<file path="config.mk">
export PLATFORM = sky130hd
export DESIGN_NAME = button_press_classifier_unit
export DESIGN_NICKNAME = d
export VERILOG_FILES = /design/src/bpc_pkg.sv /design/src/bpc_front.sv /design/src/bpc_queue.sv /design/src/bpc_back.sv /design/src/button_press_classifier_unit.sv
export SDC_FILE = /design/constraint.sdc
export NUM_CORES = 1
export LEC_CHECK = 0
export ABC_AREA = 1
export BUFFER_PORTS_ARGS = -buffer_cell sky130_fd_sc_hd__buf_2
export CAP_MARGIN = 20
export CORE_UTILIZATION = 67
export DETAILED_ROUTE_END_ITERATION = 10
export PLACE_DENSITY_LB_ADDON = 0.2
export RECOVER_POWER = 25
export SYNTH_ARGS = -nofsm -noshare
export SYNTH_HDL_FRONTEND = slang
export SYNTH_SLANG_ARGS = --single-unit
</file>
<file path="constraint.sdc">
create_clock -name clk -period 7.25 [get_ports clk]
set_input_delay 0.725 -clock clk [delete_from_list [all_inputs] [get_ports clk]]
set_output_delay 0.725 -clock clk [all_outputs]
set_load 0.005 [all_outputs]
</file>
<file path="src/bpc_pkg.sv">
package bpc_pkg;

    typedef enum logic [2:0] {
        EV_PRESS   = 3'd0,
        EV_RELEASE = 3'd1,
        EV_SHORT   = 3'd2,
        EV_LONG    = 3'd3,
        EV_DIM     = 3'd4
    } ev_code_t;

    typedef enum logic [1:0] {
        CFG_DEBOUNCE = 2'd0,
        CFG_SHORT    = 2'd1,
        CFG_REPEAT   = 2'd2
    } cfg_idx_t;

    localparam int CFG_W = 16;
    localparam logic [CFG_W-1:0] DEBOUNCE_RST = 16'd50;
    localparam logic [CFG_W-1:0] SHORT_RST    = 16'd500;
    localparam logic [CFG_W-1:0] REPEAT_RST   = 16'd200;

    localparam int QDEPTH = 4;
    localparam int QPTR_W = 2;
    localparam int QCNT_W = 3;

    typedef struct packed {
        logic     two;
        ev_code_t code0;
        ev_code_t code1;
    } bpc_entry_t;

endpackage

</file>
<file path="src/bpc_front.sv">
module bpc_front #(
    parameter int TIME_BITS = 16
) (
    input  logic                     clk,
    input  logic                     rst_n,
    input  logic                     cfg_valid,
    input  logic [1:0]               cfg_index,
    input  logic [15:0]              cfg_data,
    input  logic                     accept,
    input  logic                     pin_level,
    output logic                     push,
    output bpc_pkg::bpc_entry_t      push_data
);
    import bpc_pkg::*;

    localparam int CW = (TIME_BITS > CFG_W) ? TIME_BITS : CFG_W;
    localparam logic [TIME_BITS-1:0] TMAX = '1;
    localparam logic [CW-1:0] TMAX_W = CW'(TMAX);

    typedef enum logic [2:0] {
        PH_IDLE   = 3'b001,
        PH_WAIT   = 3'b010,
        PH_REPEAT = 3'b100
    } phase_t;

    logic [CFG_W-1:0]     debounce_reg, short_reg, repeat_reg;
    logic                 level_reg, level_next;
    logic [TIME_BITS-1:0] tsc_reg, tsc_next;
    logic [TIME_BITS-1:0] hold_reg, hold_next;
    logic [TIME_BITS-1:0] cd_reg, cd_next;
    phase_t               phase_reg, phase_next;

    logic [TIME_BITS-1:0] elapsed, held;
    logic                 change, is_short;

    function automatic logic [TIME_BITS-1:0] sat_load(input logic [CFG_W-1:0] v);
        logic [CW-1:0] vx;
        vx = CW'(v);
        return (vx > TMAX_W) ? TMAX : vx[TIME_BITS-1:0];
    endfunction

    always_ff @(posedge clk or negedge rst_n)
    begin
        if (!rst_n)
        begin
            debounce_reg <= DEBOUNCE_RST;
            short_reg    <= SHORT_RST;
            repeat_reg   <= REPEAT_RST;
        end
        else if (cfg_valid)
        begin
            unique case (cfg_index)
                CFG_DEBOUNCE: debounce_reg <= cfg_data;
                CFG_SHORT:    short_reg    <= cfg_data;
                CFG_REPEAT:   repeat_reg   <= cfg_data;
                default:      ;
            endcase
        end
    end

    assign elapsed  = (tsc_reg == TMAX) ? tsc_reg : tsc_reg + 1'b1;
    assign held     = (hold_reg == TMAX) ? hold_reg : hold_reg + 1'b1;
    assign change   = (pin_level != level_reg) && (CW'(elapsed) > CW'(debounce_reg));
    assign is_short = CW'(held) <= CW'(short_reg);

    always_comb
    begin
        level_next = level_reg;
        tsc_next   = tsc_reg;
        hold_next  = hold_reg;
        cd_next    = cd_reg;
        phase_next = phase_reg;
        push       = 1'b0;
        push_data  = '{two: 1'b0, code0: EV_PRESS, code1: EV_PRESS};
        if (accept)
        begin
            if (change)
            begin
                level_next = pin_level;
                tsc_next   = '0;
                hold_next  = '0;
                push       = 1'b1;
                if (pin_level)
                begin
                    push_data.code0 = EV_PRESS;
                    phase_next      = PH_WAIT;
                    cd_next         = sat_load(short_reg);
                end
                else
                begin
                    push_data.two   = 1'b1;
                    push_data.code0 = EV_RELEASE;
                    push_data.code1 = is_short ? EV_SHORT : EV_LONG;
                    phase_next      = PH_IDLE;
                    cd_next         = '0;
                end
            end
            else
            begin
                tsc_next = elapsed;
                if (level_reg)
                    hold_next = held;
                unique case (phase_reg)
                    PH_WAIT, PH_REPEAT:
                    begin
                        if (cd_reg <= TIME_BITS'(1))
                        begin
                            push            = 1'b1;
                            push_data.code0 = EV_DIM;
                            phase_next      = PH_REPEAT;
                            cd_next         = sat_load(repeat_reg);
                        end
                        else
                            cd_next = cd_reg - 1'b1;
                    end
                    default:
                    begin
                        phase_next = PH_IDLE;
                        cd_next    = '0;
                    end
                endcase
            end
        end
    end

    always_ff @(posedge clk or negedge rst_n)
    begin
        if (!rst_n)
        begin
            level_reg <= 1'b0;
            tsc_reg   <= TMAX;
            hold_reg  <= '0;
            cd_reg    <= '0;
            phase_reg <= PH_IDLE;
        end
        else
        begin
            level_reg <= level_next;
            tsc_reg   <= tsc_next;
            hold_reg  <= hold_next;
            cd_reg    <= cd_next;
            phase_reg <= phase_next;
        end
    end

    a_timer_needs_press: assert property (@(posedge clk) disable iff (!rst_n)
        (phase_reg != PH_IDLE) |-> level_reg)
        else $error("hold timer running while released");

    a_two_only_on_release: assert property (@(posedge clk) disable iff (!rst_n)
        (push && push_data.two) |-> (push_data.code0 == EV_RELEASE && !pin_level))
        else $error("paired events outside a release");

endmodule

</file>
<file path="src/bpc_queue.sv">
module bpc_queue (
    input  logic                clk,
    input  logic                rst_n,
    input  logic                push,
    input  bpc_pkg::bpc_entry_t push_data,
    input  logic                pop,
    output logic                head_valid,
    output bpc_pkg::bpc_entry_t head_data,
    output logic                full
);
    import bpc_pkg::*;

    bpc_entry_t        mem [QDEPTH];
    logic [QPTR_W-1:0] wr_reg, wr_next;
    logic [QPTR_W-1:0] rd_reg, rd_next;
    logic [QCNT_W-1:0] cnt_reg, cnt_next;
    logic              do_push, do_pop;

    assign full       = (cnt_reg == QCNT_W'(QDEPTH));
    assign head_valid = (cnt_reg != '0);
    assign head_data  = mem[rd_reg];
    assign do_push    = push && !full;
    assign do_pop     = pop && head_valid;

    always_comb
    begin
        wr_next  = do_push ? wr_reg + 1'b1 : wr_reg;
        rd_next  = do_pop ? rd_reg + 1'b1 : rd_reg;
        cnt_next = cnt_reg + QCNT_W'(do_push) - QCNT_W'(do_pop);
    end

    always_ff @(posedge clk)
    begin
        if (do_push)
            mem[wr_reg] <= push_data;
    end

    always_ff @(posedge clk or negedge rst_n)
    begin
        if (!rst_n)
        begin
            wr_reg  <= '0;
            rd_reg  <= '0;
            cnt_reg <= '0;
        end
        else
        begin
            wr_reg  <= wr_next;
            rd_reg  <= rd_next;
            cnt_reg <= cnt_next;
        end
    end

    a_no_overflow: assert property (@(posedge clk) disable iff (!rst_n)
        push |-> !full)
        else $error("push into full queue");

    a_count_bound: assert property (@(posedge clk) disable iff (!rst_n)
        cnt_reg <= QCNT_W'(QDEPTH))
        else $error("queue count out of range");

endmodule

</file>
<file path="src/bpc_back.sv">
module bpc_back (
    input  logic                clk,
    input  logic                rst_n,
    input  logic                head_valid,
    input  bpc_pkg::bpc_entry_t head_data,
    output logic                pop,
    output logic                out_valid,
    input  logic                out_stall,
    output logic [2:0]          event_code,
    output logic                last_event
);
    import bpc_pkg::*;

    logic     ov_reg, ov_next;
    ev_code_t code_reg, code_next;
    logic     last_reg, last_next;
    logic     pend_reg, pend_next;
    ev_code_t pcode_reg, pcode_next;
    logic     load;

    assign load = !ov_reg || !out_stall;
    assign pop  = load && !pend_reg && head_valid;

    always_comb
    begin
        ov_next    = ov_reg;
        code_next  = code_reg;
        last_next  = last_reg;
        pend_next  = pend_reg;
        pcode_next = pcode_reg;
        if (load)
        begin
            priority if (pend_reg)
            begin
                ov_next   = 1'b1;
                code_next = pcode_reg;
                last_next = 1'b1;
                pend_next = 1'b0;
            end
            else if (head_valid)
            begin
                ov_next    = 1'b1;
                code_next  = head_data.code0;
                last_next  = !head_data.two;
                pend_next  = head_data.two;
                pcode_next = head_data.code1;
            end
            else
                ov_next = 1'b0;
        end
    end

    always_ff @(posedge clk or negedge rst_n)
    begin
        if (!rst_n)
        begin
            ov_reg   <= 1'b0;
            pend_reg <= 1'b0;
        end
        else
        begin
            ov_reg   <= ov_next;
            pend_reg <= pend_next;
        end
    end

    always_ff @(posedge clk)
    begin
        code_reg  <= code_next;
        last_reg  <= last_next;
        pcode_reg <= pcode_next;
    end

    assign out_valid  = ov_reg;
    assign event_code = code_reg;
    assign last_event = last_reg;

    a_pend_behind_first: assert property (@(posedge clk) disable iff (!rst_n)
        pend_reg |-> (ov_reg && !last_reg && code_reg == EV_RELEASE))
        else $error("second event without its first");

endmodule

</file>
<file path="src/button_press_classifier_unit.sv">
// A result passes the event queue, then the output register, before it appears.
// One sample per cycle unless the queue is full; a release gives two events in turn.
// A 4-entry event queue lets the sampler run on while the output is stalled.
// Configuration writes are taken every cycle (cfg_ready is always high).
// Reset (async, active low): registers to 50/500/200, level released, queue empty.
module button_press_classifier_unit #(
    parameter int TIME_BITS = 16
) (
    input  logic        clk,
    input  logic        rst_n,
    input  logic        cfg_valid,
    output logic        cfg_ready,
    input  logic [1:0]  cfg_index,
    input  logic [15:0] cfg_data,
    input  logic        in_valid,
    output logic        in_stall,
    input  logic        pin_level,
    output logic        out_valid,
    input  logic        out_stall,
    output logic [2:0]  event_code,
    output logic        last_event
);
    import bpc_pkg::*;

    logic       q_full, q_push, q_pop, q_valid, accept;
    bpc_entry_t q_in, q_head;

    assign cfg_ready = 1'b1;
    assign in_stall  = q_full;
    assign accept    = in_valid && !q_full;

    bpc_front #(
        .TIME_BITS(TIME_BITS)
    ) u_front (
        .clk       (clk),
        .rst_n     (rst_n),
        .cfg_valid (cfg_valid),
        .cfg_index (cfg_index),
        .cfg_data  (cfg_data),
        .accept    (accept),
        .pin_level (pin_level),
        .push      (q_push),
        .push_data (q_in)
    );

    bpc_queue u_queue (
        .clk        (clk),
        .rst_n      (rst_n),
        .push       (q_push),
        .push_data  (q_in),
        .pop        (q_pop),
        .head_valid (q_valid),
        .head_data  (q_head),
        .full       (q_full)
    );

    bpc_back u_back (
        .clk        (clk),
        .rst_n      (rst_n),
        .head_valid (q_valid),
        .head_data  (q_head),
        .pop        (q_pop),
        .out_valid  (out_valid),
        .out_stall  (out_stall),
        .event_code (event_code),
        .last_event (last_event)
    );

endmodule

</file>
==> results.ini, run 1 <==
[finish]
mostFrequentLayoutCell=nand2_1
area_growth_syn_to_layout_pct=9.61
final_util_pct=77.0
diodes=0
final_cell_mix=nand2_1 (371), inv_1 (127), dfrtp_1 (80)
fin_nets=1121
drive_above_1_share_pct=11.4

[timing]
holdWs_ns=0.477
worstMarginPinSlew_ns=2.66
finalCritPeriodShare_pct=61.5
drv_slew=51
rsz0062_at_grt=false
relSlewSlack_pct=-77.6
fmax_ghz=0.224
fin_crit_ns=4.46
hold_violations=0
setup-violations-final=0
clock_skew_ns=0.00742
setup-tns-final_ns=0

[critical_path]
critPathLaunchType=register
reg2regPathDepth=23
worst-setup-path-type=reg2reg
critPathArrivalTime_ns=4.76
critPathCaptureType=register
path_max_fanout=20
worstPathRequired_ns=7.55

[floorplanning]
dieArea_mm2=0.0120
ios=31
die_h_um=110
die_x_um=110
core-area_mm2=0.0110
initial_utilization_pct=70.2
fp-row-count=38

[clocking]
clockRootBuffer=clkbuf_16
ctsHtreeMaxLevel=4
clock_path_buffers=2
cts_tree=built
hold_buffers=0
cts_buffers=17
post_cts_buffers=0
worstSkewPairLatency_ns=0.43
cts-resized-gates=0
clkTransAtPathRegs_ns=0.05
clock_sinks=127

[power_and_ir_drop]
internal_power_w=0.00182
p_seq_share_pct=33.3
switching_power_w=0.00131
power_frac_comb_pct=40.7
p_sw_share_pct=41.8
clkPwrFrac_pct=25.9
powerDensity_mw_per_mm2=369
ir_drop_mv=0.301
p_leak_nw=4.50

[worst_hold_path]
hold_depth=2
hold_class=reg2reg

[synth]
synth_area_leaders=dfrtp_1 (26%), nand2_1 (18%), dfstp_2 (9.8%)
synthFlopType=dfrtp_1
synth_edf_count=18
ys_ff_latch=127
synth_warnings=0
avgSynthCellArea_um2=7.52
syn-cell-area_mm2=0.00775
async_flop_share_pct=85.8
syn-num-nets=1097
yosysTopAreaCellShare_pct=25.8
syn_inst=1030
yosysSeqAreaShare_pct=42.7
yosys.cell_types.count=43
synth_area_leader_cell=dfrtp_1

[detailed_routing]
avgViaCountPerCell=5.51
wl_um=18000
via_count=6656
wl_per_cell_um=14.9
firstDrtPassIters=7
ant_nets=0
drc_errors=0
drt_iter0_drc=663

[grt]
grt_max_degree=61
antenna_found_initial=0
grt_use_total_pct=32.6
first_global_vias=6134
grt_overflow_total=0
grt_pass1_wl_um=29400

[placed_design]
gp_congestion=0.919
port_buffers=29
dp.final_hpwl_um=12900

[outcome]
violations=max-capacitance violations, max-slew violations
status=complete, but fails checks

[run]
maxCapViolCount=1

## path summary, 6_finish.rpt
kind	start	endpoint	slack, ns
min in group asynchronous	rst_n	u_front.cd_reg[15]	1.14
max in group asynchronous	rst_n	u_front.short_reg[3]	4.21
min reg2reg	u_front.phase_reg[0]	u_front.phase_reg[0]	0.48
max	u_front.tsc_reg[0]	u_queue.cnt_reg[2]	2.79
max reg2reg	u_front.tsc_reg[0]	u_queue.cnt_reg[2]	2.79
min	u_front.phase_reg[0]	u_front.phase_reg[0]	0.48
## synthesized netlist by cell type (3+ instances only)
cell      instances
nand2_2           7
nor2_2            9
buf_2             4
nand3_1          43
nand4_1          22
nand2_1         371
edfxtp_1         18
buf_6             4
dfrtp_1          80
dfstp_2          29
xnor2_1           8
o21ai_0          76
inv_2             4
nor3_1           10
clkbuf_1         16
nor2_4            3
o22ai_1           4
and2_1            4
xor2_1           19
ha_1             42
inv_1           127
nor2_1           79
a21oi_1          26
## through the flow
stage          instances  worst slack, ns  area [µm²]  total power (W)
2_1_floorplan       1030             3.59        7750          0.00201
4_1_cts             1206             2.79        8490          0.00312
6_report            1207             2.79        8490          0.00313
3_5_place_dp        1174             2.91        7930          0.00229
5_1_grt             1207             2.36        8490          0.00336
3_3_place_gp        1174             2.97        7930          0.00225
## power by group through the flow
stage	registers (W)	clock network, W	logic, W
2_1_floorplan	0.00100	0	0.00101
3_3_place_gp	0.00104	0	0.00121
3_5_place_dp	0.00105	0	0.00124
4_1_cts	0.00104	0.000814	0.00126
5_1_grt	0.00106	0.000846	0.00145
6_report	0.00104	0.000812	0.00127
## per-layer routing
| layer | global-route usage, % | vias up | routed length, µm |
|---|---|---|---|
| met5 | 0 | - | 0 |
| met4 | 10.5 | 0 | 331 |
| met3 | 7.82 | 32 | 1260 |
| met2 | 52.1 | 243 | 8330 |
| met1 | 43.8 | 3068 | 8030 |
| li1 | - | 3313 | - |
## critical path: stages, from the launching register on
cell,delay (ns)
dfstp_2,0.56
ha_1,0.17
nand2_1,0.05
inv_1,0.10
nand3b_1,0.20
nor2_4,0.20
nand2_1,0.10
xor2_1,0.16
inv_1,0.05
nor2_1,0.12
inv_1,0.06
ha_1,0.27
nand2_1,0.08
nor2_1,0.06
nand2_1,0.11
nor2_2,0.06
nor2_2,0.53
nand2_4,0.31
o21ai_4,0.26
ha_1,0.18
inv_1,0.05
fa_1,0.37
xnor2_1,0.14
xor2_1,0.14
## cell families after synthesis
kind of cell,synth area share [%]
and+or+nand+nor,30.9
buffers and inverters,8.41
DFF,42.7
AOI/OAI and AO/OA,7.72
adders and majority gates,7.04
xor gates and xnor gates,3.26
other,0.0484
## area by class of cell
cell class | instances | area (µm²)
flip-flops and latches | 127 | 3300
clock inverters | 9 | 85.1
inverters | 131 | 492
fillers | 803 | 2540
repair buffers | 32 | 163
well taps | 140 | 175
multi-input cells | 745 | 3790
clock buffers | 23 | 478
(Power assumes the default switching activity.)
==> run 2: changes to the inputs <==
--- a/config.mk
+++ b/config.mk
@@ -8,7 +8,7 @@
 export ABC_AREA = 1
 export BUFFER_PORTS_ARGS = -buffer_cell sky130_fd_sc_hd__buf_2
 export CAP_MARGIN = 20
-export CORE_UTILIZATION = 67
+export CORE_UTILIZATION = 57
 export DETAILED_ROUTE_END_ITERATION = 10
 export PLACE_DENSITY_LB_ADDON = 0.2
 export RECOVER_POWER = 25
==> constraint.sdc (replaced) <==
create_clock -name clk -period 3.6 [get_ports clk]
set_input_delay 0.36 -clock clk [delete_from_list [all_inputs] [get_ports clk]]
set_output_delay 0.36 -clock clk [all_outputs]
set_load 0.005 [all_outputs]
==> run 2 against run 1 <==
  * The run ends with max-capacitance violations, max-slew violations, negative setup slack left
  * Sequential share of layout area decreased by 0.96 points
  * Clock skew down 0.0018 ns
  * Non-clock buffer count grew 14
  * Count of clock-buffer cells in the layout grew 2
  * Power grew 100%
  * Critical path depth up 1
  * Utilization down 11 points
  * Cell count is 4.2% higher
  * Clock power increased by 95%
  * Worst hold slack got worse by 0.29 ns
  * Critical endpoint unchanged
==> results.ini, run 2 (synthesized netlist as in run 1, its figures left out) <==
[outcome]
status=complete, but fails checks
violations=max-capacitance violations, max-slew violations, negative setup slack

[timing]
fmax_ghz=0.276
holdWs_ns=0.190
finalCritPeriodShare_pct=101
relSlewSlack_pct=-5.87
setup-tns-final_ns=-0.0286
drv_slew=62
layout_setup_ws_ns=-0.0286
rsz0062_at_grt=true
hold_violations=0
setup-violations-final=1
worstMarginPinSlew_ns=1.59
clock_skew_ns=0.00565
fin_crit_ns=3.63

[placed_design]
gp_congestion=0.857
dp.final_hpwl_um=12800
port_buffers=29

[power_and_ir_drop]
switching_power_w=0.00266
p_seq_share_pct=33.0
internal_power_w=0.00370
power_frac_comb_pct=42.2
ir_drop_mv=0.410
powerDensity_mw_per_mm2=730
p_sw_share_pct=41.8
clkPwrFrac_pct=24.8
p_leak_nw=4.58

[grt]
grt_overflow_total=0
grt_use_total_pct=27.2
first_global_vias=6057
grt_pass1_wl_um=29700
antenna_found_initial=0
grt_max_degree=63

[critical_path]
crit_end=u_queue.cnt_reg[2]
critPathCaptureType=register
worstPathRequired_ns=3.91
worst-setup-path-type=reg2reg
reg2reg_slack_ns=-0.03
crit_start=u_front.tsc_reg[0]
r2r-end=u_queue.cnt_reg[2]
critPathArrivalTime_ns=3.94
critPathLaunchType=register
reg2regPathDepth=24
r2r_start=u_front.tsc_reg[0]
path_max_fanout=4

[clocking]
cts_tree=built
clock_sinks=127
clockRootBuffer=clkbuf_16
worstSkewPairLatency_ns=0.42
clkTransAtPathRegs_ns=0.06
clock_path_buffers=2
cts_buffers=17
ctsHtreeMaxLevel=4

[detailed_routing]
wl_um=18000
via_count=6588
firstDrtPassIters=5
drc_errors=0
ant_nets=0
wl_per_cell_um=14.3
avgViaCountPerCell=5.24
drt_iter0_drc=522

[worst_hold_path]
hold_class=in2reg
hold_depth=3

[floorplanning]
die_x_um=119
ios=31
die_h_um=119
dieArea_mm2=0.0141
core-area_mm2=0.0132
initial_utilization_pct=58.5
fp-row-count=42

[finish]
diodes=0
fin_nets=1136
drive_above_1_share_pct=13.8
area_growth_syn_to_layout_pct=12.4
final_cell_mix=nand2_1 (367), inv_1 (124), dfrtp_1 (80)
mostFrequentLayoutCell=nand2_1

[run]
maxCapViolCount=1

## run 2: cell count changes in the layout (fill, tap and decap cells not counted), moves of 3 or more
cell     delta
buf_4      +13
nand2_2     +3
inv_1       -3
nand2_1     -4
## run 2: per-stage QoR
stage,instances,total power [W],worst slack [ns],cell area [µm²],util (%)
CTS,1252,0.00630,0.00136,8640,65.2
floorplan,1030,0.00406,0.00185,7780,-
finish,1258,0.00636,-0.0286,8710,65.8
detailed placement,1220,0.00470,0.00354,8100,61.2
global placement,1220,0.00463,0.122,8100,61.2
global route,1258,0.00684,-0.287,8710,65.8
## run 2: layer usage
layer  share of wire [%]  vias to the layer above  track usage, %
met4                 1.5                        0            8.94
met3                 5.4                       30            5.60
met5                   0                        -               0
met2                  46                      174            42.9
li1                    -                     3335               -
met1                  47                     3049            37.3
## run 2: area by class of cell
| type | instances | area [µm²] |
|---|---|---|
| inverters | 131 | 493 |
| repair buffers | 46 | 298 |
| fillers | 1164 | 4540 |
| clock buffers | 25 | 465 |
| flip-flops and latches | 127 | 3300 |
| clock inverters | 7 | 66.3 |
| well taps | 176 | 220 |
| multi-input cells | 746 | 3860 |
## run 2: how the worst min path moves through the flow
| stage | start | to | slack, ns |
|---|---|---|---|
| after floorplan | rst_n | u_back.out_valid | 0.06 |
| after global placement | u_front.phase_reg[0] | u_front.phase_reg[0] | 0.46 |
| after detailed placement | u_front.phase_reg[0] | u_front.phase_reg[0] | 0.46 |
| after CTS | rst_n | u_front.cd_reg[13] | 0.06 |
| after global routing | out_stall | u_back.out_valid | 0.21 |
| final | out_stall | u_back.out_valid | 0.19 |
## run 2: repair_timing
| item | in CTS | in global routing |
|---|---|---|
| hold buffers | 0 | 0 |
| pin swaps | 1 | 20 |
| gates resized for setup | 2 | 11 |
| buffers inserted | 0 | 5 |
| cloned | 0 | 1 |
| endpoints found under the setup margin | 1 | 49 |
## run 2: worst max-delay path, cell delays in order (launching register included)
cell	delay, ns
dfstp_2	0.58
ha_4	0.15
nand2_2	0.05
inv_2	0.06
nand3b_1	0.14
nor2_4	0.21
nand2_2	0.07
xor2_1	0.15
inv_1	0.07
nor2_2	0.11
inv_1	0.05
ha_1	0.27
nand2_1	0.07
nor2_2	0.17
nand2_2	0.09
inv_2	0.06
nand2_2	0.06
nand2_4	0.07
nand2_4	0.06
o21ai_4	0.13
ha_2	0.18
inv_2	0.04
fa_2	0.36
xnor2_2	0.15
xor2_1	0.16
## run 2: power by group through the flow
stage          sequential, W  clock [W]  combinational (W)
2_1_floorplan        0.00202          0            0.00204
3_3_place_gp         0.00210          0            0.00253
3_5_place_dp         0.00211          0            0.00259
4_1_cts              0.00209    0.00160            0.00261
5_1_grt              0.00214    0.00165            0.00305
6_report             0.00210    0.00158            0.00268
